**src/rtl/framebuffer_raster_engine_assert.svh**
```systemverilog
// Assertion macros shared by the raster engine modules.
`ifndef FRAMEBUFFER_RASTER_ENGINE_ASSERT_SVH
`define FRAMEBUFFER_RASTER_ENGINE_ASSERT_SVH

`ifndef ASSERT_OFF

// Same-cycle implication check.
`define FBRE_ASSERT_IMPLY(label, clk, rst_n, ante, cons, msg) \
	label: assert property (@(posedge clk) disable iff (!rst_n) (ante) |-> (cons)) \
		else $error(msg);

// Next-cycle implication check.
`define FBRE_ASSERT_NEXT(label, clk, rst_n, ante, cons, msg) \
	label: assert property (@(posedge clk) disable iff (!rst_n) (ante) |=> (cons)) \
		else $error(msg);

`else

`define FBRE_ASSERT_IMPLY(label, clk, rst_n, ante, cons, msg)
`define FBRE_ASSERT_NEXT(label, clk, rst_n, ante, cons, msg)

`endif

`endif

```
**src/rtl/fbre_pkg.sv**
```systemverilog
// Shared types and constants of the frame buffer raster engine.
`timescale 1ns / 1ps
`default_nettype none

package fbre_pkg;

	localparam int unsigned PIX_W     = 16;
	localparam int unsigned COORD_W   = 8;
	localparam int unsigned SGN_W     = 10;
	localparam int unsigned PAGE_ROWS = 8;

	localparam logic [PIX_W-1:0] PIXEL_MASK = 16'hffff;

	// Command kinds carried with each input transaction
	typedef enum logic [1:0] {
		ACT_FILL   = 2'd0,
		ACT_INVERT = 2'd1,
		ACT_GLYPH  = 2'd2,
		ACT_READ   = 2'd3
	} action_t;

	// Result status codes
	localparam logic [1:0] ST_DONE       = 2'd0;
	localparam logic [1:0] ST_OFF_SCREEN = 2'd1;
	localparam logic [1:0] ST_CLIPPED    = 2'd2;

	// Register indexes of the configuration port
	localparam int unsigned REG_IDX_W = 3;
	localparam logic [REG_IDX_W-1:0] REG_BACK_COLOR    = 3'd0;
	localparam logic [REG_IDX_W-1:0] REG_TEXT_COLOR    = 3'd1;
	localparam logic [REG_IDX_W-1:0] REG_SCREEN_WIDTH  = 3'd2;
	localparam logic [REG_IDX_W-1:0] REG_SCREEN_HEIGHT = 3'd3;
	localparam logic [REG_IDX_W-1:0] REG_CLIP_X        = 3'd4;
	localparam logic [REG_IDX_W-1:0] REG_CLIP_Y        = 3'd5;
	localparam logic [REG_IDX_W-1:0] REG_CLIP_WIDTH    = 3'd6;
	localparam logic [REG_IDX_W-1:0] REG_CLIP_HEIGHT   = 3'd7;

	// Controller to datapath commands
	typedef struct packed {
		logic clear;
		logic load;
		logic setup;
		logic base;
		logic walk;
		logic drain;
		logic emit;
	} dp_cmd_t;

	// Datapath to controller status
	typedef struct packed {
		logic clear_last;
		logic empty;
		logic walk_last;
	} dp_sts_t;

endpackage

`default_nettype wire

```
**src/rtl/fbre_ctrl.sv**
```systemverilog
// Controller state machine of the raster engine.
`timescale 1ns / 1ps
`default_nettype none
`include "framebuffer_raster_engine_assert.svh"

module fbre_ctrl
	import fbre_pkg::*;
(
	input  wire     clk,
	input  wire     arst_n,
	input  wire     in_valid,
	output logic    in_ready,
	output logic    out_valid,
	input  wire     out_ready,
	output dp_cmd_t cmd,
	input  dp_sts_t sts
);

	typedef enum logic [2:0] {
		S_CLEAR,
		S_IDLE,
		S_SETUP,
		S_BASE,
		S_WALK,
		S_DRAIN,
		S_RESULT
	} state_t;

	state_t state_q;
	logic   out_valid_q;
	logic   emit;

	// Hand the finished result over once the output register is free
	assign emit     = (state_q == S_RESULT) && (!out_valid_q || out_ready);
	assign in_ready = (state_q == S_IDLE);
	assign out_valid = out_valid_q;

	// Decode commands from the current state
	always_comb begin
		cmd       = '0;
		cmd.clear = (state_q == S_CLEAR);
		cmd.load  = (state_q == S_IDLE) && in_valid;
		cmd.setup = (state_q == S_SETUP);
		cmd.base  = (state_q == S_BASE);
		cmd.walk  = (state_q == S_WALK);
		cmd.drain = (state_q == S_DRAIN);
		cmd.emit  = emit;
	end

	// State and output valid
	always_ff @(posedge clk or negedge arst_n) begin
		if (!arst_n) begin
			state_q     <= S_CLEAR;
			out_valid_q <= 1'b0;
		end else begin
			if (emit) begin
				out_valid_q <= 1'b1;
			end else if (out_ready) begin
				out_valid_q <= 1'b0;
			end
			case (state_q)
				S_CLEAR: begin
					if (sts.clear_last) begin
						state_q <= S_IDLE;
					end
				end
				S_IDLE: begin
					if (in_valid) begin
						state_q <= S_SETUP;
					end
				end
				S_SETUP: begin
					state_q <= S_BASE;
				end
				S_BASE: begin
					state_q <= sts.empty ? S_RESULT : S_WALK;
				end
				S_WALK: begin
					if (sts.walk_last) begin
						state_q <= S_DRAIN;
					end
				end
				S_DRAIN: begin
					state_q <= S_RESULT;
				end
				S_RESULT: begin
					if (emit) begin
						state_q <= S_IDLE;
					end
				end
				default: begin
					state_q <= S_IDLE;
				end
			endcase
		end
	end

	`FBRE_ASSERT_IMPLY(a_no_overwrite, clk, arst_n, emit, !out_valid_q || out_ready, "result overwrites a waiting result")
	`FBRE_ASSERT_NEXT(a_walk_ends, clk, arst_n, (state_q == S_WALK) && sts.walk_last, state_q == S_DRAIN, "walk did not end on its last pixel")
	`FBRE_ASSERT_IMPLY(a_clear_quiet, clk, arst_n, state_q == S_CLEAR, !out_valid_q, "result pending during clearing pass")

endmodule

`default_nettype wire

```
**config.mk**
```make
export PLATFORM = sky130hd
export DESIGN_NAME = fbre_ctrl
export DESIGN_NICKNAME = d
export VERILOG_FILES = /design/src/rtl/fbre_pkg.sv /design/src/rtl/fbre_ctrl.sv
export VERILOG_INCLUDE_DIRS = /design/src /design/src/rtl
export SDC_FILE = /design/constraint.sdc
export NUM_CORES = 1
export LEC_CHECK = 0
export ABC_AREA = 1
export BUFFER_PORTS_ARGS = -buffer_cell sky130_fd_sc_hd__buf_2
export CORE_AREA = 4 4 41 43
export DETAILED_ROUTE_END_ITERATION = 10
export DIE_AREA = 0 0 45 47
export HOLD_SLACK_MARGIN = 0.06
export PLACE_DENSITY_LB_ADDON = 0.2
export SYNTH_ARGS = -nofsm -noshare
export SYNTH_HDL_FRONTEND = slang
export SYNTH_SLANG_ARGS = --single-unit
```
**constraint.sdc**
```tcl
create_clock -name clk -period 1.1 [get_ports clk]
set_input_delay 0.22 -clock clk [delete_from_list [all_inputs] [get_ports clk]]
set_output_delay 0.22 -clock clk [all_outputs]
set_load 0.1 [all_outputs]
```
==> run_results.csv, run 1 <==
group,metric,value,unit
min_path,min_path_type,"in2reg",
placement,place.gp.congestion,0.821,
synth,synth_warnings,0,
sta,hold_viol_final,0,
clock_network,cts.sinks,4,
critical_path,reg2reg_from,"state_q[1]",
sta,setup_viol,12,
synth,yosys-top-cells-count,"nand2_1 (19), inv_1 (13), nor2_1 (6)",
final_layout,drive_gt1_share,71.4,%
sta,finClkSkew,0.000690,ns
final_layout,area_growth,152,%
sta,report.final.slew_viol_count,0,
grt,grt_pass1_wl,1810,um
synth,synth.net_count,64,
clock_network,clock_tree.root_cell,"clkbuf_4",
routing,wire_per_inst,10.4,um
synth,synth_edf_count,0,
critical_path,arrival,1.26,ns
final_layout,final_nets,101,
routing,drc_errors,0,
sta,post-route-period-util,134,%
sta,period_needed,1.48,ns
synth,yosys_register_bits,4,
placement,place_hpwl,823,um
critical_path,critPathLaunch,"state_q[1]",
min_path,hold_depth,2,
sta,fmax,678,MHz
grt,grt_pass1_vias,460,
clock_network,path_clk_slew,0.04,ns
die,start_util,25.3,%
synth,synth-seq-area-share,30.4,%
final_layout,post-route-util,63.7,%
final_layout,n_fill_cell,116,
clock_network,clock_latency,0.24,ns
die,die_area,2120,um^2
die,die_w,45,um
synth,netlist_top_cells_area,"dfrtp_1 (30%), nand2_1 (22%), inv_1 (15%), nor2_1 (6.8%), nor2_2 (5.7%)",
routing,ant_nets,0,
clock_network,cts_tree,"done",
critical_path,reg2reg_depth,8,
routing,finalWirelength,1100,um
grt,track_usage,11.6,%
sta,rsz0062_at_grt,"yes",
clock_network,h-tree-depth,1,
routing,routed_via_density,4.20,
synth,synth_cell_types,13,
die,fp.dieH,47,um
critical_path,crit_path_max_fanout,5,
clock_network,clockBufferDepth,2,
run_status,status,"complete, but fails checks",
flow_run,maxCapViolCount,0,
synth,synth.most_common_cell,"nand2_1",
placement,io_buffers,15,
clock_network,cts_buffers,3,
grt,antenna_found_initial,0,
synth,yosysTopAreaCellShare,30.4,%
critical_path,crit_path_start_kind,"register",
synth,syn_inst,56,
synth,avgSynthCellArea,5.88,um^2
synth,yosysTopAreaCell,"dfrtp_1",
final_layout,diodes,0,
sta,slew_headroom,87.9,%
routing,dr.pass1.iters,6,
grt,grt_max_degree,7,
synth,async_flop_share,100,%
synth,syn_area,329,um^2
routing,drt_iter0_markers,3,
critical_path,path_class,"reg2out",
die,ios,16,
critical_path,endpoint_kind,"output pin",
sta,fin_ws,-0.376,ns
critical_path,critPathRequiredTime,0.88,ns
sta,worst_slew_pin_slew,0.182,ns
die,core.rowCount,13,
synth,synth_flop_cell,"dfrtp_1",
grt,grt_overflow,0,
routing,vias,445,
die,coreArea,1300,um^2
run_status,violations,"setup timing",
min_path,hp-start,"out_ready",
## registers in the layout, summed over array words and instances, names as in the netlist
name       cells
state_q        3
out_valid      1
## what timing repair did
item / in CTS / in global routing
hold endpoints to repair: 4 / 0
buffers inserted: 2 / 4
pin swaps: 5 / 8
gates resized for setup: 11 / 9
hold buffers: 1 / 0
setup endpoints to repair: 12 / 12
## placed cells by master (no fill, tap or decap), types with 2 or more instances in the layout
cell,n
nor2_4,7
buf_4,13
nor2_2,2
buf_2,6
inv_2,7
clkinvlp_4,3
buf_6,4
clkbuf_4,3
inv_1,4
dfrtp_2,3
nand2_1,14
nand2_2,4
buf_12,9
nand3_1,2
## per-layer routing
| layer | GRT usage (%) | share of wire, % | vias to the layer above |
|---|---|---|---|
| met5 | 0 | 0 | - |
| met2 | 22.0 | 55 | 14 |
| met4 | 5.85 | 0 | 0 |
| met3 | 1.92 | 6.2 | 0 |
| met1 | 12.2 | 39 | 196 |
| li1 | - | - | 235 |
## final cells by class
class	instances	area, um^2	share of cell area [%]
Sequential cell	4	108	13.0
Multi-Input combinational cell	37	253	30.5
Inverter	14	63.8	7.70
Tap cell	15	18.8	2.27
Timing Repair Buffer	33	363	43.8
Clock buffer	3	22.5	2.72
## per-stage QoR
step / setup TNS [ns] / instance area [um^2] / hold WS (ns) / cells / worst slack (ns)
CTS: -3.23 / 771 / 0.216 / 102 / -0.350
finish: -3.47 / 828 / 0.210 / 106 / -0.376
detailed placement: -1.06 / 691 / 0.0282 / 96 / -0.204
global placement: -0.973 / 691 / 0.0300 / 96 / -0.166
global route: -4.21 / 828 / 0.204 / 106 / -0.438
floorplan: -2.69 / 390 / -0.0756 / 56 / -0.491
## final timing paths
path / endpoint / slack [ns]
worst max-delay path: cmd[5] / -0.38
worst min-delay path: out_valid / 0.21
worst max register to register: state_q[0] / -0.19
worst min register to register: out_valid / 0.63
max in group asynchronous: out_valid / 0.65
min in group asynchronous: out_valid / 0.31
## worst max-delay path, stage by stage, from the launching register on
cell	delay [ns]
dfrtp_2	0.46
nor2_4	0.18
nand2_4	0.09
nor2_4	0.10
buf_12	0.18
## cell families (layout without fill, tap and decap cells)
group                      count (synthesis)  count (layout)  synth area share [%]
AOI/OAI and AO/OA                          2               2                  3.04
adders and majority gates                  1               1                  3.80
buffers and inverters                     15              50                  18.3
DFF                                        4               4                  30.4
and+or+nand+nor                           34              34                  44.5
Power of run 1 is not shown: default switching activity piles up to over one toggle a cycle in this logic, so the estimate is an artifact.
==> run 2, diff against run 1 <==
==> constraint.sdc (replaced) <==
create_clock -name clk -period 1.1 [get_ports clk]
set_input_delay 0.11 -clock clk [delete_from_list [all_inputs] [get_ports clk]]
set_output_delay 0.11 -clock clk [all_outputs]
set_load 0.1 [all_outputs]
==> run 2 against run 1 <==
The run still ends with setup timing left. Setup slack gained 0.12 ns. Fmax grew 9.1%. Routed wire length shrank 16%. Highest routed layer unchanged.
==> run_results.csv, run 2 (same netlist as run 1, synthesis figures left out) <==
group,metric,value,unit
run_status,status,"complete, but fails checks",
run_status,violations,"setup timing",
clock_network,cts_buffers,3,
sta,fin_ws,-0.253,ns
grt,antenna_found_initial,0,
sta,period_needed,1.35,ns
placement,place_hpwl,734,um
routing,dr.pass1.iters,4,
critical_path,crit_path_start_kind,"register",
clock_network,path_clk_slew,0.04,ns
final_layout,final_common_cell,"nand2_1",
final_layout,fin_cells,98,
clock_network,cts_tree,"done",
final_layout,diodes,0,
routing,wire_per_inst,9.39,um
die,ios,16,
critical_path,path_class,"reg2out",
sta,hold-worst-slack,0.113,ns
final_layout,drive_gt1_share,68.7,%
sta,hold_viol_final,0,
final_layout,post-route-util,58.3,%
clock_network,clock_tree.root_cell,"clkbuf_4",
clock_network,cts.sinks,4,
die,die_area,2120,um^2
sta,post-route-period-util,123,%
placement,place.gp.congestion,0.819,
sta,slew_headroom,88.7,%
final_layout,final_nets,93,
critical_path,critPathRequiredTime,0.99,ns
min_path,min_path_type,"in2reg",
die,die_w,45,um
final_layout,largest_reg_flops,3,
grt,grt_pass1_vias,406,
final_layout,n_fill_cell,117,
sta,fmax,739,MHz
critical_path,arrival,1.24,ns
sta,setup_viol,11,
final_layout,fin_area,758,um^2
die,coreArea,1300,um^2
grt,track_usage,9.90,%
sta,finClkSkew,0.000982,ns
placement,placed_area,656,um^2
routing,vias,418,
flow_run,maxCapViolCount,0,
clock_network,clockBufferDepth,2,
critical_path,crit_path_max_fanout,7,
clock_network,h-tree-depth,1,
placement,io_buffers,15,
final_layout,area_growth,130,%
die,fp.dieH,47,um
grt,grt_pass1_wl,1570,um
critical_path,ff2ff_setup_slack,-0.14,ns
die,start_util,25.3,%
final_layout,regMostFlops,"state_q",
sta,worst_slew_pin_slew,0.168,ns
routing,drt_iter0_markers,8,
routing,finalWirelength,920,um
critical_path,endpoint_kind,"output pin",
sta,rsz0062_at_grt,"yes",
routing,drc_errors,0,
placement,dp.cells,92,
die,core.rowCount,13,
routing,ant_nets,0,
grt,grt_max_degree,8,
clock_network,clock_latency,0.23,ns
grt,grt_overflow,0,
routing,routed_via_density,4.27,
sta,report.final.slew_viol_count,0,
final_layout,final_cell_mix,"nand2_1 (13), buf_12 (9), buf_4 (7)",
run 2: cell count changes in the layout (fill, tap and decap cells not counted):
cell / delta
buf_4: -6
buf_6: -2
inv_1: +1
inv_2: -1
nand2_1: -1
nand2_2: +1
nor2_2: +1
nor2_4: -1
o21ai_0: +1
o21ai_1: -1
run 2: worst max-delay path, stage by stage, from the launching register on:
cell and delay (ns):
dfrtp_2 0.44, nand2_2 0.09, nor2_4 0.13, inv_2 0.06
nor2_4 0.12, buf_12 0.18
run 2: area by class of cell:
cell class              instances  area [um^2]  share of cell area [%]
repair buffers                 25          295                    38.9
flip-flops and latches          4          108                    14.2
inverters                      14         63.8                    8.42
well taps                      15         18.8                    2.48
clock buffers                   3         22.5                    2.97
multi-input cells              37          250                    33.0
run 2: per-layer routing:
layer | GRT usage (%) | share of wire (%)
met3 | 2.68 | 7.9
met1 | 11.5 | 41
met2 | 16.7 | 51
met5 | 0 | 0
met4 | 5.26 | 0
run 2: worst paths after layout:
| kind | from | end | cells past startpoint |
|---|---|---|---|
| setup / recovery | state_q[2] | cmd[0] | 5 |
| min in group asynchronous | arst_n | out_valid | 2 |
| hold / removal | out_ready | out_valid | 2 |
| max in group asynchronous | arst_n | out_valid | 2 |
| hold reg to reg | out_valid | out_valid | 2 |
| setup reg to reg | state_q[2] | state_q[2] | 7 |
run 2: stage by stage:
step	setup TNS (ns)	setup slack (ns)
floorplan	-1.87	-0.490
global placement	-0.194	-0.0532
detailed placement	-0.243	-0.0788
CTS	-2.26	-0.261
global route	-3.01	-0.319
finish	-2.21	-0.253
run 2: repair_timing:
action | CTS | global route
endpoints found under the hold margin | 4 | 0
setup buffers | 1 | 1
resized for setup | 10 | 8
pin swaps | 4 | 2
setup endpoints to repair | 12 | 12
hold buffers | 1 | 0
Power of run 2 is left out for the same reason.
==> run 3, diff against run 2 <==
--- a/config.mk
+++ b/config.mk
@@ -7,10 +7,10 @@
 export NUM_CORES = 1
 export LEC_CHECK = 0
 export ABC_AREA = 1
-export BUFFER_PORTS_ARGS = -buffer_cell sky130_fd_sc_hd__buf_2
 export CORE_AREA = 4 4 41 43
 export DETAILED_ROUTE_END_ITERATION = 10
 export DIE_AREA = 0 0 45 47
+export DONT_BUFFER_PORTS = 1
 export HOLD_SLACK_MARGIN = 0.06
 export PLACE_DENSITY_LB_ADDON = 0.2
 export SYNTH_ARGS = -nofsm -noshare
==> run 3 against run 2 <==
The flow still finishes with violations (setup timing). Non-clock buffer count is 1 lower. Routed wire length grew 13%. Critical path depth unchanged. Critical endpoint is now cmd[5].
==> run_results.csv, run 3 (same netlist as run 1, synthesis figures left out) <==
group,metric,value,unit
sta,period_needed,1.38,ns
placement,placed_area,608,um^2
critical_path,reg2reg_from,"state_q[0]",
critical_path,endpoint_kind,"output pin",
critical_path,cp_slowest_cell,"dfrtp_2",
clock_network,path_clk_slew,0.04,ns
grt,grt_max_degree,7,
sta,hold_viol_final,0,
die,die_w,45,um
clock_network,cts_buffers,3,
critical_path,cp_cell_sequence,"inv_2 -> nor2_4 -> nand2_4 -> nor2_4 -> buf_12",
routing,finalWirelength,1040,um
sta,fin_ws,-0.281,ns
placement,dp_slack,-0.0542,ns
sta,setup_viol,11,
final_layout,final_cell_mix,"nand2_1 (13), buf_4 (11), buf_12 (8)",
die,start_util,25.3,%
routing,drc_errors,0,
die,fp.dieH,47,um
critical_path,crit_path_start_kind,"register",
critical_path,arrival,1.27,ns
die,ios,16,
die,core.rowCount,13,
critical_path,crit_path_max_fanout,5,
routing,ant_nets,0,
clock_network,h-tree-depth,1,
critical_path,reg2reg_to,"state_q[0]",
routing,drt_iter0_markers,5,
critical_path,crit_top_cell,"nor2_4",
sta,slew_headroom,81.7,%
grt,grt_pass1_vias,416,
die,coreArea,1300,um^2
routing,vias,418,
die,die_area,2120,um^2
grt,antenna_found_initial,0,
critical_path,critPathRequiredTime,0.99,ns
critical_path,slowest_delay,0.43,ns
run_status,status,"complete, but fails checks",
placement,dp.cells,85,
final_layout,fin_cells,97,
critical_path,path_class,"reg2out",
sta,finClkSkew,0.00159,ns
critical_path,reg2reg_depth,8,
final_layout,area_growth,141,%
routing,dr.pass1.iters,3,
clock_network,clock_tree.root_cell,"clkbuf_4",
routing,wire_per_inst,10.7,um
placement,place.gp.congestion,0.792,
clock_network,cts.sinks,4,
final_layout,seqCellArea,108,um^2
final_layout,final_nets,92,
critical_path,ff2ff_setup_slack,-0.13,ns
sta,rsz0062_at_grt,"yes",
final_layout,drive_gt1_share,69.5,%
grt,track_usage,10.5,%
final_layout,final_common_cell,"nand2_1",
final_layout,multiInputGateArea,283,um^2
placement,io_buffers,0,
final_layout,largest_reg_flops,3,
final_layout,diodes,0,
grt,grt_overflow,0,
placement,place_hpwl,679,um
min_path,min_path_type,"in2async",
flow_run,maxCapViolCount,0,
final_layout,n_fill_cell,110,
clock_network,cts_tree,"done",
routing,routed_via_density,4.31,
final_layout,fin_area,792,um^2
sta,worst_slew_pin_slew,0.277,ns
clock_network,clockBufferDepth,2,
sta,fmax,724,MHz
run_status,violations,"setup timing",
final_layout,regMostFlops,"state_q",
sta,report.final.slew_viol_count,0,
grt,grt_pass1_wl,1600,um
clock_network,clock_latency,0.24,ns
sta,post-route-period-util,126,%
==> run 3: what timing repair did <==
| item | 4_1_cts | 5_1_grt |
|---|---|---|
| pin swaps | 5 | 7 |
| hold buffers | 2 | 0 |
| buffers inserted | 5 | 2 |
| endpoints found under the hold margin | 5 | 0 |
| setup endpoints to repair | 11 | 11 |
| gates resized for setup | 11 | 14 |
==> run 3: worst max path at each step <==
stage | start | endpoint | slack, ns | cells after the start
after floorplan | state_q[2] | state_q[2] | -0.49 | 6
after global placement | state_q[2] | cmd[0] | -0.05 | 5
after detailed placement | state_q[0] | cmd[5] | -0.05 | 5
after CTS | state_q[2] | cmd[6] | -0.26 | 3
after global routing | state_q[1] | cmd[5] | -0.35 | 4
final | state_q[0] | cmd[5] | -0.28 | 5
==> run 3: stage by stage <==
| stage | setup TNS (ns) | utilization (%) | hold WS, ns |
|---|---|---|---|
| 6_report | -2.39 | 60.9 | 0.144 |
| 5_1_grt | -3.14 | 60.9 | 0.158 |
| 4_1_cts | -2.04 | 55.7 | 0.144 |
| 3_5_place_dp | -0.120 | 46.7 | -0.185 |
| 3_3_place_gp | -0.149 | 46.7 | -0.185 |
| 2_1_floorplan | -1.87 | - | -0.186 |
==> run 3: final cells by class <==
cell class | count | share of cell area [%]
well taps | 15 | 2.37
multi-input cells | 37 | 35.7
repair buffers | 24 | 37.4
flip-flops and latches | 4 | 13.6
clock buffers | 3 | 2.84
inverters | 14 | 8.06
==> run 3: layer usage <==
layer | GRT usage, % | part of all wire, %
met5 | 0 | 0
met4 | 3.51 | 2.1
met1 | 11.5 | 40
met3 | 3.83 | 5.4
met2 | 18.6 | 52
==> run 3: critical path, delay by kind of cell, from the launching register on <==
kind | cells | cell delay, ns
buffers and inverters | 2 | 0.25
DFF | 1 | 0.43
and+or+nand+nor | 3 | 0.35
Power of run 3 is left out for the same reason.
