[src/rtl/framebuffer_raster_engine_assert.svh]
// Assertion macros shared by the raster engine modules.
`ifndef FRAMEBUFFER_RASTER_ENGINE_ASSERT_SVH
`define FRAMEBUFFER_RASTER_ENGINE_ASSERT_SVH

`ifndef ASSERT_OFF

// Same-cycle implication check.
`define FBRE_ASSERT_IMPLY(label, clk, rst_n, ante, cons, msg) \
	label: assert property (@(posedge clk) disable iff (!rst_n) (ante) |-> (cons)) \
		else $error(msg);

// Next-cycle implication check.
`define FBRE_ASSERT_NEXT(label, clk, rst_n, ante, cons, msg) \
	label: assert property (@(posedge clk) disable iff (!rst_n) (ante) |=> (cons)) \
		else $error(msg);

`else

`define FBRE_ASSERT_IMPLY(label, clk, rst_n, ante, cons, msg)
`define FBRE_ASSERT_NEXT(label, clk, rst_n, ante, cons, msg)

`endif

`endif

[src/rtl/fbre_pkg.sv]
// Shared types and constants of the frame buffer raster engine.
`timescale 1ns / 1ps
`default_nettype none

package fbre_pkg;

	localparam int unsigned PIX_W     = 16;
	localparam int unsigned COORD_W   = 8;
	localparam int unsigned SGN_W     = 10;
	localparam int unsigned PAGE_ROWS = 8;

	localparam logic [PIX_W-1:0] PIXEL_MASK = 16'hffff;

	// Command kinds carried with each input transaction
	typedef enum logic [1:0] {
		ACT_FILL   = 2'd0,
		ACT_INVERT = 2'd1,
		ACT_GLYPH  = 2'd2,
		ACT_READ   = 2'd3
	} action_t;

	// Result status codes
	localparam logic [1:0] ST_DONE       = 2'd0;
	localparam logic [1:0] ST_OFF_SCREEN = 2'd1;
	localparam logic [1:0] ST_CLIPPED    = 2'd2;

	// Register indexes of the configuration port
	localparam int unsigned REG_IDX_W = 3;
	localparam logic [REG_IDX_W-1:0] REG_BACK_COLOR    = 3'd0;
	localparam logic [REG_IDX_W-1:0] REG_TEXT_COLOR    = 3'd1;
	localparam logic [REG_IDX_W-1:0] REG_SCREEN_WIDTH  = 3'd2;
	localparam logic [REG_IDX_W-1:0] REG_SCREEN_HEIGHT = 3'd3;
	localparam logic [REG_IDX_W-1:0] REG_CLIP_X        = 3'd4;
	localparam logic [REG_IDX_W-1:0] REG_CLIP_Y        = 3'd5;
	localparam logic [REG_IDX_W-1:0] REG_CLIP_WIDTH    = 3'd6;
	localparam logic [REG_IDX_W-1:0] REG_CLIP_HEIGHT   = 3'd7;

	// Controller to datapath commands
	typedef struct packed {
		logic clear;
		logic load;
		logic setup;
		logic base;
		logic walk;
		logic drain;
		logic emit;
	} dp_cmd_t;

	// Datapath to controller status
	typedef struct packed {
		logic clear_last;
		logic empty;
		logic walk_last;
	} dp_sts_t;

endpackage

`default_nettype wire

[src/rtl/fbre_datapath.sv]
// Datapath: configuration registers, clipping, pixel walk and result registers.
`timescale 1ns / 1ps
`default_nettype none
`include "framebuffer_raster_engine_assert.svh"

module fbre_datapath
	import fbre_pkg::*;
#(
	parameter int unsigned MAX_WIDTH  = 128,
	parameter int unsigned MAX_HEIGHT = 64
) (
	input  wire                            clk,
	input  wire                            arst_n,
	// configuration port
	input  wire                            cfg_wen,
	input  wire [REG_IDX_W-1:0]            cfg_index,
	input  wire [PIX_W-1:0]                cfg_data,
	// command fields
	input  wire [1:0]                      action,
	input  wire [8:0]                      pos_x,
	input  wire [8:0]                      pos_y,
	input  wire [7:0]                      size_w,
	input  wire [7:0]                      size_h,
	input  wire [7:0]                      glyph_bits,
	// result
	output logic [PIX_W-1:0]               pixel_data,
	output logic [1:0]                     status,
	// control
	input  dp_cmd_t                        cmd,
	output dp_sts_t                        sts,
	// store ports
	output logic                           st_wr_en,
	output logic [$clog2(MAX_WIDTH*MAX_HEIGHT)-1:0] st_wr_addr,
	output logic [PIX_W-1:0]               st_wr_data,
	output logic                           st_rd_en,
	output logic [$clog2(MAX_WIDTH*MAX_HEIGHT)-1:0] st_rd_addr,
	input  wire [PIX_W-1:0]                st_rd_data
);

	localparam int unsigned Depth = MAX_WIDTH * MAX_HEIGHT;
	localparam int unsigned AddrW = $clog2(Depth);
	localparam logic [COORD_W-1:0] MaxW = COORD_W'(MAX_WIDTH);
	localparam logic [COORD_W-1:0] MaxH = COORD_W'(MAX_HEIGHT);

	// configuration registers
	logic [PIX_W-1:0]   back_color_q, text_color_q;
	logic [7:0]         screen_width_q;
	logic [6:0]         screen_height_q;
	logic [7:0]         clip_x_q, clip_y_q, clip_width_q, clip_height_q;

	// command registers
	action_t            action_q;
	logic [8:0]         pos_x_q, pos_y_q;
	logic [7:0]         size_w_q, size_h_q, bits_q;

	// walk bounds and counters
	logic [COORD_W-1:0] x0_q, xlast_q, ylast_q, y0_q;
	logic [COORD_W-1:0] cur_x_q, cur_y_q;
	logic [2:0]         j_q;
	logic               empty_q;
	logic [AddrW-1:0]   row_base_q;
	logic [AddrW-1:0]   clr_cnt_q;

	// write stage
	logic               wr_en_s1;
	logic [AddrW-1:0]   addr_s1;

	// result registers
	logic [PIX_W-1:0]   res_pixel_q, out_pixel_q;
	logic [1:0]         res_status_q, out_status_q;

	// combinational
	logic [COORD_W-1:0]       effw, effh;
	logic signed [SGN_W-1:0]  px, py, effw_s, effh_s;
	logic signed [SGN_W-1:0]  xs, xe, ys, ye, cx_end, cy_end;
	logic                     force_empty;
	logic [1:0]               stat_c;
	logic [15:0]              base_prod;
	logic [AddrW-1:0]         pix_addr;
	logic                     row_end, pix_we;

	// Effective screen size
	assign effw = (screen_width_q > MaxW) ? MaxW : screen_width_q;
	assign effh = ({1'b0, screen_height_q} > MaxH) ? MaxH : {1'b0, screen_height_q};

	// Configuration writes
	always_ff @(posedge clk or negedge arst_n) begin
		if (!arst_n) begin
			back_color_q    <= '0;
			text_color_q    <= '0;
			screen_width_q  <= 8'd128;
			screen_height_q <= 7'd64;
			clip_x_q        <= '0;
			clip_y_q        <= '0;
			clip_width_q    <= 8'd128;
			clip_height_q   <= 8'd64;
		end else if (cfg_wen) begin
			case (cfg_index)
				REG_BACK_COLOR:    back_color_q    <= cfg_data;
				REG_TEXT_COLOR:    text_color_q    <= cfg_data;
				REG_SCREEN_WIDTH:  screen_width_q  <= cfg_data[7:0];
				REG_SCREEN_HEIGHT: screen_height_q <= cfg_data[6:0];
				REG_CLIP_X:        clip_x_q        <= cfg_data[7:0];
				REG_CLIP_Y:        clip_y_q        <= cfg_data[7:0];
				REG_CLIP_WIDTH:    clip_width_q    <= cfg_data[7:0];
				REG_CLIP_HEIGHT:   clip_height_q   <= cfg_data[7:0];
				default: ;
			endcase
		end
	end

	// Work out the clipped pixel range of the held command
	always_comb begin
		px     = signed'({pos_x_q[8], pos_x_q});
		py     = signed'({pos_y_q[8], pos_y_q});
		effw_s = signed'({2'b00, effw});
		effh_s = signed'({2'b00, effh});
		cx_end = signed'({2'b00, clip_x_q} + {2'b00, clip_width_q});
		cy_end = signed'({2'b00, clip_y_q} + {2'b00, clip_height_q});
		force_empty = 1'b0;
		stat_c = ST_DONE;
		xs = px;
		ys = py;
		xe = px + SGN_W'(1);
		ye = py + SGN_W'(1);
		case (action_q)
			ACT_FILL, ACT_INVERT: begin
				xs = (px < 0) ? '0 : px;
				ys = (py < 0) ? '0 : py;
				xe = px + signed'({2'b00, size_w_q});
				ye = py + signed'({2'b00, size_h_q});
				if (xe > effw_s) xe = effw_s;
				if (ye > effh_s) ye = effh_s;
			end
			ACT_GLYPH: begin
				ye = py + SGN_W'(PAGE_ROWS);
				if (xe > effw_s) xe = effw_s;
				if (ye > effh_s) ye = effh_s;
				if (px < signed'({2'b00, clip_x_q}) || px >= cx_end ||
				    py < signed'({2'b00, clip_y_q}) || py >= cy_end) begin
					force_empty = 1'b1;
					stat_c = ST_CLIPPED;
				end
			end
			ACT_READ: begin
				if (px < 0 || py < 0 || px >= effw_s || py >= effh_s) begin
					force_empty = 1'b1;
					stat_c = ST_OFF_SCREEN;
				end
			end
			default: ;
		endcase
	end

	// Walk addressing and per-pixel write decision
	assign base_prod = y0_q * effw;
	assign pix_addr  = row_base_q + AddrW'(cur_x_q);
	assign row_end   = (cur_x_q == xlast_q);
	always_comb begin
		case (action_q)
			ACT_FILL, ACT_INVERT: pix_we = 1'b1;
			ACT_GLYPH:            pix_we = bits_q[j_q];
			default:              pix_we = 1'b0;
		endcase
	end

	// Latch the command fields
	always_ff @(posedge clk) begin
		if (cmd.load) begin
			action_q <= action_t'(action);
			pos_x_q  <= pos_x;
			pos_y_q  <= pos_y;
			size_w_q <= size_w;
			size_h_q <= size_h;
			bits_q   <= glyph_bits;
		end
	end

	// Bounds, counters and results
	always_ff @(posedge clk) begin
		if (cmd.setup) begin
			x0_q         <= xs[COORD_W-1:0];
			y0_q         <= ys[COORD_W-1:0];
			xlast_q      <= COORD_W'(xe - SGN_W'(1));
			ylast_q      <= COORD_W'(ye - SGN_W'(1));
			empty_q      <= force_empty || (xe <= xs) || (ye <= ys);
			res_status_q <= stat_c;
			res_pixel_q  <= '0;
		end
		if (cmd.base) begin
			row_base_q <= AddrW'(base_prod);
			cur_x_q    <= x0_q;
			cur_y_q    <= y0_q;
			j_q        <= '0;
		end
		// Advance one pixel, row by row
		if (cmd.walk) begin
			addr_s1 <= pix_addr;
			if (row_end) begin
				cur_x_q    <= x0_q;
				cur_y_q    <= cur_y_q + COORD_W'(1);
				row_base_q <= row_base_q + AddrW'(effw);
				j_q        <= j_q + 3'd1;
			end else begin
				cur_x_q <= cur_x_q + COORD_W'(1);
			end
		end
		// Capture the pixel read by a read command
		if (cmd.drain && (action_q == ACT_READ)) begin
			res_pixel_q <= st_rd_data;
		end
		if (cmd.emit) begin
			out_pixel_q  <= res_pixel_q;
			out_status_q <= res_status_q;
		end
	end

	// Write stage valid and clearing counter
	always_ff @(posedge clk or negedge arst_n) begin
		if (!arst_n) begin
			wr_en_s1  <= 1'b0;
			clr_cnt_q <= '0;
		end else begin
			wr_en_s1 <= cmd.walk && pix_we;
			if (cmd.clear) begin
				clr_cnt_q <= clr_cnt_q + AddrW'(1);
			end
		end
	end

	// Store port drive: clearing pass or the write stage
	always_comb begin
		st_wr_en   = cmd.clear || wr_en_s1;
		st_wr_addr = cmd.clear ? clr_cnt_q : addr_s1;
		case (action_q)
			ACT_INVERT: st_wr_data = st_rd_data ^ PIXEL_MASK;
			ACT_GLYPH:  st_wr_data = text_color_q;
			default:    st_wr_data = back_color_q;
		endcase
		if (cmd.clear) begin
			st_wr_data = '0;
		end
	end

	assign st_rd_en   = cmd.walk;
	assign st_rd_addr = pix_addr;

	assign sts.clear_last = (clr_cnt_q == AddrW'(Depth - 1));
	assign sts.empty      = empty_q;
	assign sts.walk_last  = row_end && (cur_y_q == ylast_q);

	assign pixel_data = out_pixel_q;
	assign status     = out_status_q;

	`FBRE_ASSERT_IMPLY(a_walk_in_store, clk, arst_n, cmd.walk, int'(pix_addr) < Depth, "walk address beyond the store")
	`FBRE_ASSERT_IMPLY(a_clear_no_write, clk, arst_n, cmd.clear, !wr_en_s1, "pixel write during clearing pass")
	`FBRE_ASSERT_NEXT(a_read_no_write, clk, arst_n, cmd.walk && (action_q == ACT_READ), !wr_en_s1, "read command wrote a pixel")

endmodule

`default_nettype wire

[config.mk]
export PLATFORM = sky130hd
export DESIGN_NAME = fbre_datapath
export DESIGN_NICKNAME = d
export VERILOG_FILES = /design/src/rtl/fbre_pkg.sv /design/src/rtl/fbre_datapath.sv
export VERILOG_INCLUDE_DIRS = /design/src /design/src/rtl
export SDC_FILE = /design/constraint.sdc
export NUM_CORES = 1
export LEC_CHECK = 0
export BUFFER_PORTS_ARGS = -buffer_cell sky130_fd_sc_hd__buf_2
export CORE_MARGIN = 10
export CORE_UTILIZATION = 23
export DETAILED_ROUTE_END_ITERATION = 8
export GPL_TIMING_DRIVEN = 0
export PLACE_DENSITY_LB_ADDON = 0.15
export SETUP_SLACK_MARGIN = 0.1
export SYNTH_ARGS = -nofsm -noshare
export SYNTH_HDL_FRONTEND = slang
export SYNTH_SLANG_ARGS = --single-unit
[constraint.sdc]
create_clock -name clk -period 5.1 [get_ports clk]
set_clock_uncertainty 0.1 [all_clocks]
set_input_delay 1.53 -clock clk [delete_from_list [all_inputs] [get_ports clk]]
set_output_delay 1.53 -clock clk [all_outputs]
set_load 0.03 [all_outputs]
==> impl_metrics.json, run 1 <==
{
  "grt_use_met2_pct": 22.79,
  "dpl_cell_area_um2": 19190,
  "grtUsageMet3_pct": 2.332,
  "overflow": 0,
  "synth_edf_count": 134,
  "start_util_pct": 23.14,
  "antenna_found_initial": 4,
  "clkTransAtPathRegs_ns": 0.06,
  "grt_pass1_vias": 13890,
  "crit_required_ns": 5.30,
  "fp.dieH_um": 293.5,
  "setup_slack_ns": -0.4950,
  "finish.instance_area_um2": 20990,
  "wirelength_um": 55530,
  "htreeDepth": 2,
  "finalSetupViolCount": 1,
  "final_common_cell": "ha_1",
  "slew_viol_final": 0,
  "grt_usage_pct": 12.82,
  "mostFrequentLayoutCells": "ha_1, buf_2, inv_1, nand2_1, edfxtp_1",
  "slew_headroom_pct": 10.81,
  "core_region_area_um2": 74320,
  "hpwl_um": 42660,
  "cts-buffers-inserted": 35,
  "drt-vias-per-instance": 4.506,
  "hp-class": "reg2reg",
  "cts.sinks": 251,
  "netlist_area_um2": 17200,
  "synthTopCellsByArea": "edfxtp_1, dfrtp_1, ha_1",
  "use_met1_pct": 15.31,
  "powerDensity_nw_per_um2": 445.9,
  "syn_nets": 1960,
  "fillers": 7833,
  "die-area_um2": 86120,
  "end_kind": "flip-flop",
  "finalHoldWorstSlack_ns": 0.3172,
  "drc_errors": 0,
  "synth.distinct_cells": 78,
  "startpoint_type": "flip-flop",
  "ys_seq_area_share_pct": 39.75,
  "row_count": 100,
  "drt_pass1_iterations": 7,
  "max_cap_violations": 0,
  "status": "complete, but fails checks",
  "ioPinCount": 154,
  "grt_pass1_wl_um": 84640,
  "period_share_pct": 109.7,
  "place.gp.congestion": 0.8463,
  "static-leakage-power_nw": 9.212,
  "fin_nets": 2190,
  "detail_route.wl_per_cell_um": 19.27,
  "dp_slack_ns": -1.447,
  "antenna_left": 0,
  "finalPower_mw": 9.362,
  "ys_ff_latch": 251,
  "avgSynthCellArea_um2": 10.41,
  "path_class": "reg2reg",
  "clock_latency_ns": 0.56,
  "critical_path.max_fanout": 7,
  "synthCells": 1653,
  "yosys_warnings": 0,
  "grt_max_degree": 61,
  "area_growth_pct": 22.06,
  "fin_util_pct": 28.25,
  "min_period_ns": 5.595,
  "hold_violations": 0,
  "rsz0062_at_grt": "true",
  "seq_area_um2": 6837,
  "cts-root-buf": "clkbuf_16",
  "synthFlopType": "edfxtp_1",
  "layoutNonFillerInstCount": 2882,
  "cts_tree": "built",
  "regToRegSetupSlack_ns": -0.49,
  "place_inst": 2770,
  "failed_checks": "setup timing",
  "vias": 12990,
  "dieWidth_um": 293.5,
  "setup_tns_ns": -0.4950,
  "ir_drop_uv": 235.3,
  "arrival_ns": 5.79,
  "max_slew.worst_pin.slew_ns": 1.328,
  "drt_iter0_drc": 700,
  "holdBufCountCts": 0,
  "synth_top_area_share_pct": 23.39,
  "synthArstFlopShare_pct": 37.05,
  "cts_buffer_depth": 3,
  "multi_input_area_um2": 9846,
  "yosys.area.top_type": "edfxtp_1",
  "io_buffers": 147,
  "timing.fmax_ghz": 0.1787,
  "drive_above_1_share_pct": 21.73,
  "top_usage_layer": "met2"
}
==> layer usage <==
layer | vias to the layer above | routed length, um | share of wire, %
li1 | 6340 | - | -
met1 | 6354 | 24120 | 43
met2 | 215 | 27570 | 50
met3 | 74 | 2178 | 3.9
met4 | 2 | 1654 | 3.0
met5 | - | 9 | 0.016
==> sequential cells by signal (all words and copies together), names as in the netlist, 9 cells and up <==
name and count:
back_color_q 16, pixel_data 16, res_pixel_q 16, text_color_q 16, addr_s1 13, clr_cnt_q 13
row_base_q 13, pos_x_q 9, pos_y_q 9
==> where the power goes <==
part	total, mW	internal, mW	switching (mW)
logic	4.08	1.73	2.34
registers	2.89	2.59	0.303
clock network	2.40	1.42	0.979
==> logic make-up after synthesis <==
family                     after synthesis  share of synthesized area (%)
and+or+nand+nor                        447                          13.12
AOI/OAI and AO/OA                      313                          11.97
DFF                                    251                          39.75
adders and majority gates              218                          17.60
buffers and inverters                  203                          4.685
muxes                                  111                          7.274
xor gates and xnor gates               110                          5.601
==> area by class of cell <==
| class | instances | share of cell area, % |
|---|---|---|
| Clock buffer | 45 | 4.452 |
| Timing Repair Buffer | 194 | 5.364 |
| Tap cell | 969 | 5.775 |
| Sequential cell | 251 | 32.56 |
| Clock inverter | 19 | 0.9238 |
| Multi-Input combinational cell | 1199 | 46.90 |
| Antenna cell | 3 | 0.03576 |
| Inverter | 148 | 2.658 |
| Buffer | 54 | 1.329 |
==> synthesized netlist by cell type, types with 10 or more instances <==
library cell  instances
fa_1                 40
dfrtp_1              89
o21bai_1             17
a311oi_1             17
o21a_1               15
nor2b_1              25
nand2_1             138
o22ai_1              10
dfxtp_1              24
xnor2_1              73
a21oi_1              85
a21o_1               34
ha_1                178
nor3_1               11
mux2i_1              20
nor2_1               78
xor2_1               37
edfxtp_1            134
inv_1               148
o21ai_0              66
and2_1               39
nand3_1              30
nand4_1              23
mux2_2               87
clkbuf_1             41
and3_1               27
nand2b_1             31
==> worst paths after layout <==
check / from / to / cells past startpoint
worst min register to register: res_pixel_q[11] / pixel_data[11] / 0
min in group asynchronous: arst_n / clip_y_q[3] / 1
max in group asynchronous: arst_n / clr_cnt_q[4] / 2
worst min-delay path: res_pixel_q[11] / pixel_data[11] / 0
worst max-delay path: size_w_q[1] / empty_q / 23
worst max register to register: size_w_q[1] / empty_q / 23
==> what timing repair did <==
action | 4_1_cts | 5_1_grt
pin swaps | 11 | 24
resized for setup | 39 | 37
endpoints found under the setup margin | 27 | 14
setup buffers | 34 | 11
==> critical path, stage by stage (launching register included) <==
cell      delay [ns]
edfxtp_1        0.51
ha_1            0.36
a211o_1         0.28
and2_1          0.17
o21a_1          0.18
nor2_2          0.12
nor2b_1         0.06
o21ai_1         0.16
a21oi_2         0.10
ha_1            0.33
nand4_1         0.11
o31a_1          0.33
a21oi_4         0.23
o21bai_4        0.14
buf_4           0.17
mux2i_1         0.14
nor2_1          0.07
a211oi_2        0.40
inv_1           0.15
ha_1            0.32
o21ai_1         0.08
a21oi_2         0.25
nor4_4          0.08
or4_1           0.46
No activity file was read; power rests on OpenSTA's default activity.
==> run 2, diff against run 1 <==
--- a/config.mk
+++ b/config.mk
@@ -6,7 +6,9 @@
 export SDC_FILE = /design/constraint.sdc
 export NUM_CORES = 1
 export LEC_CHECK = 0
+export ABC_AREA = 0
 export BUFFER_PORTS_ARGS = -buffer_cell sky130_fd_sc_hd__buf_2
+export CORE_ASPECT_RATIO = 1.75
 export CORE_MARGIN = 10
 export CORE_UTILIZATION = 23
 export DETAILED_ROUTE_END_ITERATION = 8
@@ -16,3 +18,4 @@
 export SYNTH_ARGS = -nofsm -noshare
 export SYNTH_HDL_FRONTEND = slang
 export SYNTH_SLANG_ARGS = --single-unit
+export TNS_END_PERCENT = 1
==> impl_metrics.json, run 2 (synthesized netlist as in run 1, its figures left out) <==
{
  "fin_nets": 2179,
  "cts-root-buf": "clkbuf_16",
  "path_buf_inv": 3,
  "reg2reg_from": "pos_y_q[0]",
  "clkPwrFrac_pct": 24.1,
  "path_class": "reg2reg",
  "p_comb_share_pct": 44.1,
  "antenna_found_initial": 8,
  "failed_checks": "setup timing",
  "hp-class": "reg2reg",
  "vias": 13120,
  "status": "complete, but fails checks",
  "wirelength_um": 58250,
  "switching_power_mw": 3.547,
  "grt_usage_pct": 13.31,
  "crit_end": "empty_q",
  "drt_iter0_drc": 564,
  "core_region_area_um2": 74160,
  "rsz0062_at_grt": "true",
  "grt_max_degree": 59,
  "powerDensity_nw_per_um2": 438.7,
  "static-leakage-power_nw": 9.106,
  "path_delay_family": "compound AO/OA/AOI/OAI gates",
  "clkTransAtPathRegs_ns": 0.07,
  "drt_pass1_iterations": 5,
  "slew_viol_final": 0,
  "min_delay_path_depth": 0,
  "min_period_ns": 5.510,
  "slew_headroom_pct": 21.57,
  "reg2regPathDepth": 27,
  "drc_errors": 0,
  "row_count": 132,
  "regToRegSetupSlack_ns": -0.41,
  "fillers": 7817,
  "cp_common_cell": "o21ai_1",
  "seqPwrFrac_pct": 31.8,
  "io_buffers": 147,
  "cts-buffers-inserted": 30,
  "finish.instance_area_um2": 20720,
  "drt-vias-per-instance": 4.616,
  "max_cap_violations": 0,
  "fin_util_pct": 27.95,
  "internal_power_mw": 5.545,
  "grt_pass1_vias": 13860,
  "clock_latency_ns": 0.62,
  "htreeDepth": 1,
  "startpoint_type": "flip-flop",
  "cts.sinks": 251,
  "finalPower_mw": 9.092,
  "arrival_ns": 5.77,
  "layoutNonFillerInstCount": 2842,
  "mostFrequentLayoutCells": "ha_1, inv_1, buf_2, nand2_1, edfxtp_1",
  "path_depth": 27,
  "worst_path_max_delay_cell": "or4_1",
  "end_kind": "flip-flop",
  "switching_share_pct": 39.01,
  "cts_tree": "built",
  "timing.fmax_ghz": 0.1815,
  "critPathLaunch": "pos_y_q[0]",
  "critical_path.max_fanout": 5,
  "fp.dieH_um": 381.8,
  "hpwl_um": 45480,
  "area_growth_pct": 20.49,
  "place.gp.congestion": 0.9181,
  "overflow": 0,
  "critPathMaxStageDelay_ns": 0.48,
  "holdBufCountCts": 0,
  "dpl_cell_area_um2": 19160,
  "place_inst": 2739,
  "dieWidth_um": 226.7,
  "antenna_left": 0,
  "hold_violations": 0,
  "setup_slack_ns": -0.4098,
  "finalSetupViolCount": 1,
  "period_share_pct": 108.0,
  "cts_buffer_depth": 3,
  "grt_pass1_wl_um": 86670,
  "r2r_end": "empty_q",
  "ioPinCount": 154,
  "die-area_um2": 86550,
  "final_common_cell": "ha_1",
  "max_slew.worst_pin.slew_ns": 1.176,
  "detail_route.wl_per_cell_um": 20.49,
  "ir_drop_uv": 252.4,
  "drive_above_1_share_pct": 21.20,
  "crit_required_ns": 5.36,
  "start_util_pct": 23.19
}
-- run 2: power groups by stage --
| stage | logic [mW] | registers (mW) | clock network (mW) |
|---|---|---|---|
| 4_1_cts | 3.98 | 2.90 | 2.29 |
| 5_1_grt | 4.51 | 2.94 | 2.36 |
| 2_1_floorplan | 2.82 | 2.83 | 0 |
| 3_3_place_gp | 3.76 | 2.94 | 0 |
| 3_5_place_dp | 3.82 | 2.95 | 0 |
| 6_report | 4.01 | 2.89 | 2.20 |
-- run 2: timing repair --
item	in CTS	in global routing
setup endpoints to repair	25	15
gates cloned	0	0
resized for setup	41	34
pin swaps	17	29
buffers inserted	28	12
-- run 2: cell type report --
type | instances | area [um^2] | area share [%]
Clock inverter | 13 | 143.9 | 0.6943
Buffer | 54 | 270.3 | 1.304
Sequential cell | 251 | 6837 | 32.99
Antenna cell | 8 | 20.02 | 0.09659
Multi-Input combinational cell | 1199 | 9801 | 47.29
Clock buffer | 43 | 840.8 | 4.057
Timing Repair Buffer | 188 | 1084 | 5.228
Inverter | 148 | 555.5 | 2.681
Tap cell | 938 | 1174 | 5.663
-- run 2: how the worst min path moves through the flow --
stage	from	to	slack, ns
after detailed placement	res_pixel_q[13]	pixel_data[13]	0.30
final	res_pixel_q[13]	pixel_data[13]	0.32
after floorplan	res_pixel_q[0]	pixel_data[0]	0.30
after global placement	res_pixel_q[9]	pixel_data[9]	0.31
after CTS	res_pixel_q[13]	pixel_data[13]	0.31
after global routing	res_pixel_q[12]	pixel_data[12]	0.32
-- run 2: routing by layer --
metal	GRT usage (%)	share of wire [%]	routed length [um]
met1	13.83	37	21700
met2	25.83	55	32160
met3	1.673	3.6	2122
met4	5.695	3.9	2265
met5	0	0	0
-- run 2: stage by stage --
stage / TNS (ns) / worst slack [ns] / hold slack, ns
global route: -0.9909 / -0.7334 / 0.3230
finish: -0.4098 / -0.4098 / 0.3150
CTS: -0.4404 / -0.4404 / 0.3137
global placement: -6.214 / -1.444 / 0.3057
floorplan: -0.07835 / -0.07835 / 0.3003
detailed placement: -6.438 / -1.458 / 0.3045
==> run 3, diff against run 2 <==
--- a/config.mk
+++ b/config.mk
@@ -7,7 +7,7 @@
 export NUM_CORES = 1
 export LEC_CHECK = 0
 export ABC_AREA = 0
-export BUFFER_PORTS_ARGS = -buffer_cell sky130_fd_sc_hd__buf_2
+export BUFFER_PORTS_ARGS = -buffer_cell sky130_fd_sc_hd__buf_4
 export CORE_ASPECT_RATIO = 1.75
 export CORE_MARGIN = 10
 export CORE_UTILIZATION = 23
==> impl_metrics.json, run 3 (synthesized netlist as in run 1, its figures left out) <==
{
  "status": "complete, but fails checks",
  "failed_checks": "setup timing",
  "drt_pass1_iterations": 5,
  "antenna_left": 0,
  "cts_buffer_depth": 3,
  "cts-root-buf": "clkbuf_16",
  "regToRegSetupSlack_ns": -0.41,
  "drive_above_1_share_pct": 20.85,
  "drt-vias-per-instance": 4.596,
  "critical_path.max_fanout": 4,
  "reg2regPathDepth": 26,
  "io_buffers": 147,
  "max_slew.worst_pin.slew_ns": 1.102,
  "slew_headroom_pct": 25.94,
  "grt_use_met2_pct": 25.94,
  "drc_errors": 0,
  "ioPinCount": 154,
  "setup_tns_ns": -0.4121,
  "layoutNonFillerInstCount": 2831,
  "cts-buffers-inserted": 30,
  "grtUsageMet3_pct": 1.789,
  "hold_violations": 0,
  "max_cap_violations": 0,
  "startpoint_type": "flip-flop",
  "grt_max_degree": 94,
  "die-area_um2": 86550,
  "period_share_pct": 108.1,
  "r2r_end": "empty_q",
  "top_usage_layer": "met2",
  "timing.fmax_ghz": 0.1814,
  "setup_slack_ns": -0.4121,
  "start_util_pct": 23.19,
  "drt_iter0_drc": 648,
  "use_met1_pct": 13.50,
  "wirelength_um": 57570,
  "hold_path_startpoint": "res_pixel_q[8]",
  "place_inst": 2738,
  "dpl_cell_area_um2": 19500,
  "hp-class": "reg2reg",
  "path_class": "reg2reg",
  "htreeDepth": 1,
  "powerDensity_nw_per_um2": 441.7,
  "grt_pass1_vias": 14040,
  "min_period_ns": 5.512,
  "finalSetupViolCount": 1,
  "fp.dieH_um": 381.8,
  "detail_route.wl_per_cell_um": 20.33,
  "rsz0062_at_grt": "true",
  "finish.instance_area_um2": 21060,
  "clkTransAtPathRegs_ns": 0.07,
  "core_region_area_um2": 74160,
  "final_common_cell": "buf_4",
  "min_delay_path_depth": 0,
  "cts.sinks": 251,
  "grt_pass1_wl_um": 86480,
  "antenna_found_initial": 4,
  "place.gp.congestion": 0.9327,
  "end_kind": "flip-flop",
  "dieWidth_um": 226.7,
  "vias": 13010,
  "grt_usage_pct": 13.26,
  "fin_nets": 2173,
  "cts_tree": "built",
  "area_growth_pct": 22.42,
  "mostFrequentLayoutCells": "buf_4, ha_1, inv_1, nand2_1, edfxtp_1",
  "clock_latency_ns": 0.61,
  "row_count": 132,
  "overflow": 0,
  "arrival_ns": 5.90,
  "static-leakage-power_nw": 9.194,
  "crit_required_ns": 5.49,
  "reg2reg_from": "size_w_q[1]",
  "hpwl_um": 45130,
  "whs_endpoint": "pixel_data[8]",
  "slew_viol_final": 0,
  "ir_drop_uv": 268.6
}
-- run 3: per-layer routing --
layer	routed length, um	vias to the layer above	part of all wire, %
li1	-	6303	-
met1	21180	6347	37
met2	31900	260	55
met3	2167	102	3.8
met4	2320	0	4.0
met5	0	-	0
-- run 3: worst max-delay path by stage --
stage | from | end | slack (ns) | depth (start not counted)
2_1_floorplan | pos_y_q[0] | empty_q | -0.08 | 29
3_3_place_gp | pos_x_q[2] | empty_q | -1.42 | 26
3_5_place_dp | pos_x_q[1] | empty_q | -1.45 | 26
4_1_cts | pos_y_q[0] | empty_q | -0.43 | 30
5_1_grt | pos_y_q[0] | empty_q | -0.67 | 29
6_report | size_w_q[1] | empty_q | -0.41 | 26
-- run 3: layout make-up --
type                    count  area, um^2
clock inverters            25       309.0
inverters                 148       555.5
diodes                      3       7.507
well taps                 938        1174
flip-flops and latches    251        6837
multi-input cells        1199        9739
fillers                  7697       53100
repair buffers            182        1394
clock buffers              31       775.7
plain buffers              54       265.3
-- run 3: what timing repair did --
action | CTS | global route
endpoints found under the setup margin | 20 | 16
setup buffers | 24 | 10
hold endpoints to repair | 0 | 0
pin swaps | 16 | 27
hold buffers | 0 | 0
resized for setup | 36 | 19
-- run 3: critical path, cell delays in order, from the launching register on --
cell and delay [ns]:
edfxtp_1 0.50, ha_1 0.34, a211o_1 0.33, and2_1 0.16, o21a_1 0.18, nor2_2 0.13
nor2b_1 0.06, o21ai_0 0.14, a21oi_1 0.12, ha_1 0.35, nand4_1 0.13, nor3_1 0.28
a21oi_2 0.10, o21bai_4 0.21, mux2_2 0.39, a221oi_4 0.39, ha_2 0.24, nor2b_1 0.04
o21a_1 0.15, o21ai_0 0.14, nand2b_1 0.11, a21oi_1 0.17, nor2b_1 0.06, o21ai_0 0.17
a21oi_1 0.10, nor4_1 0.16, or4_1 0.14
-- run 3: stage by stage --
stage / power [mW] / setup slack [ns] / utilization [%] / hold slack (ns)
final: 9.300 / -0.4121 / 28.39 / 0.3166
after global routing: 10.04 / -0.6699 / 28.39 / 0.3229
after CTS: 9.440 / -0.4282 / 28.19 / 0.3168
after detailed placement: 6.876 / -1.452 / 26.29 / 0.3063
after global placement: 6.815 / -1.419 / 26.29 / 0.3063
after floorplan: 5.647 / -0.07835 / - / 0.3003
-- run 3: power by group --
group	switching, mW	internal, mW
logic	2.27	1.76
clock network	0.962	1.42
registers	0.302	2.58
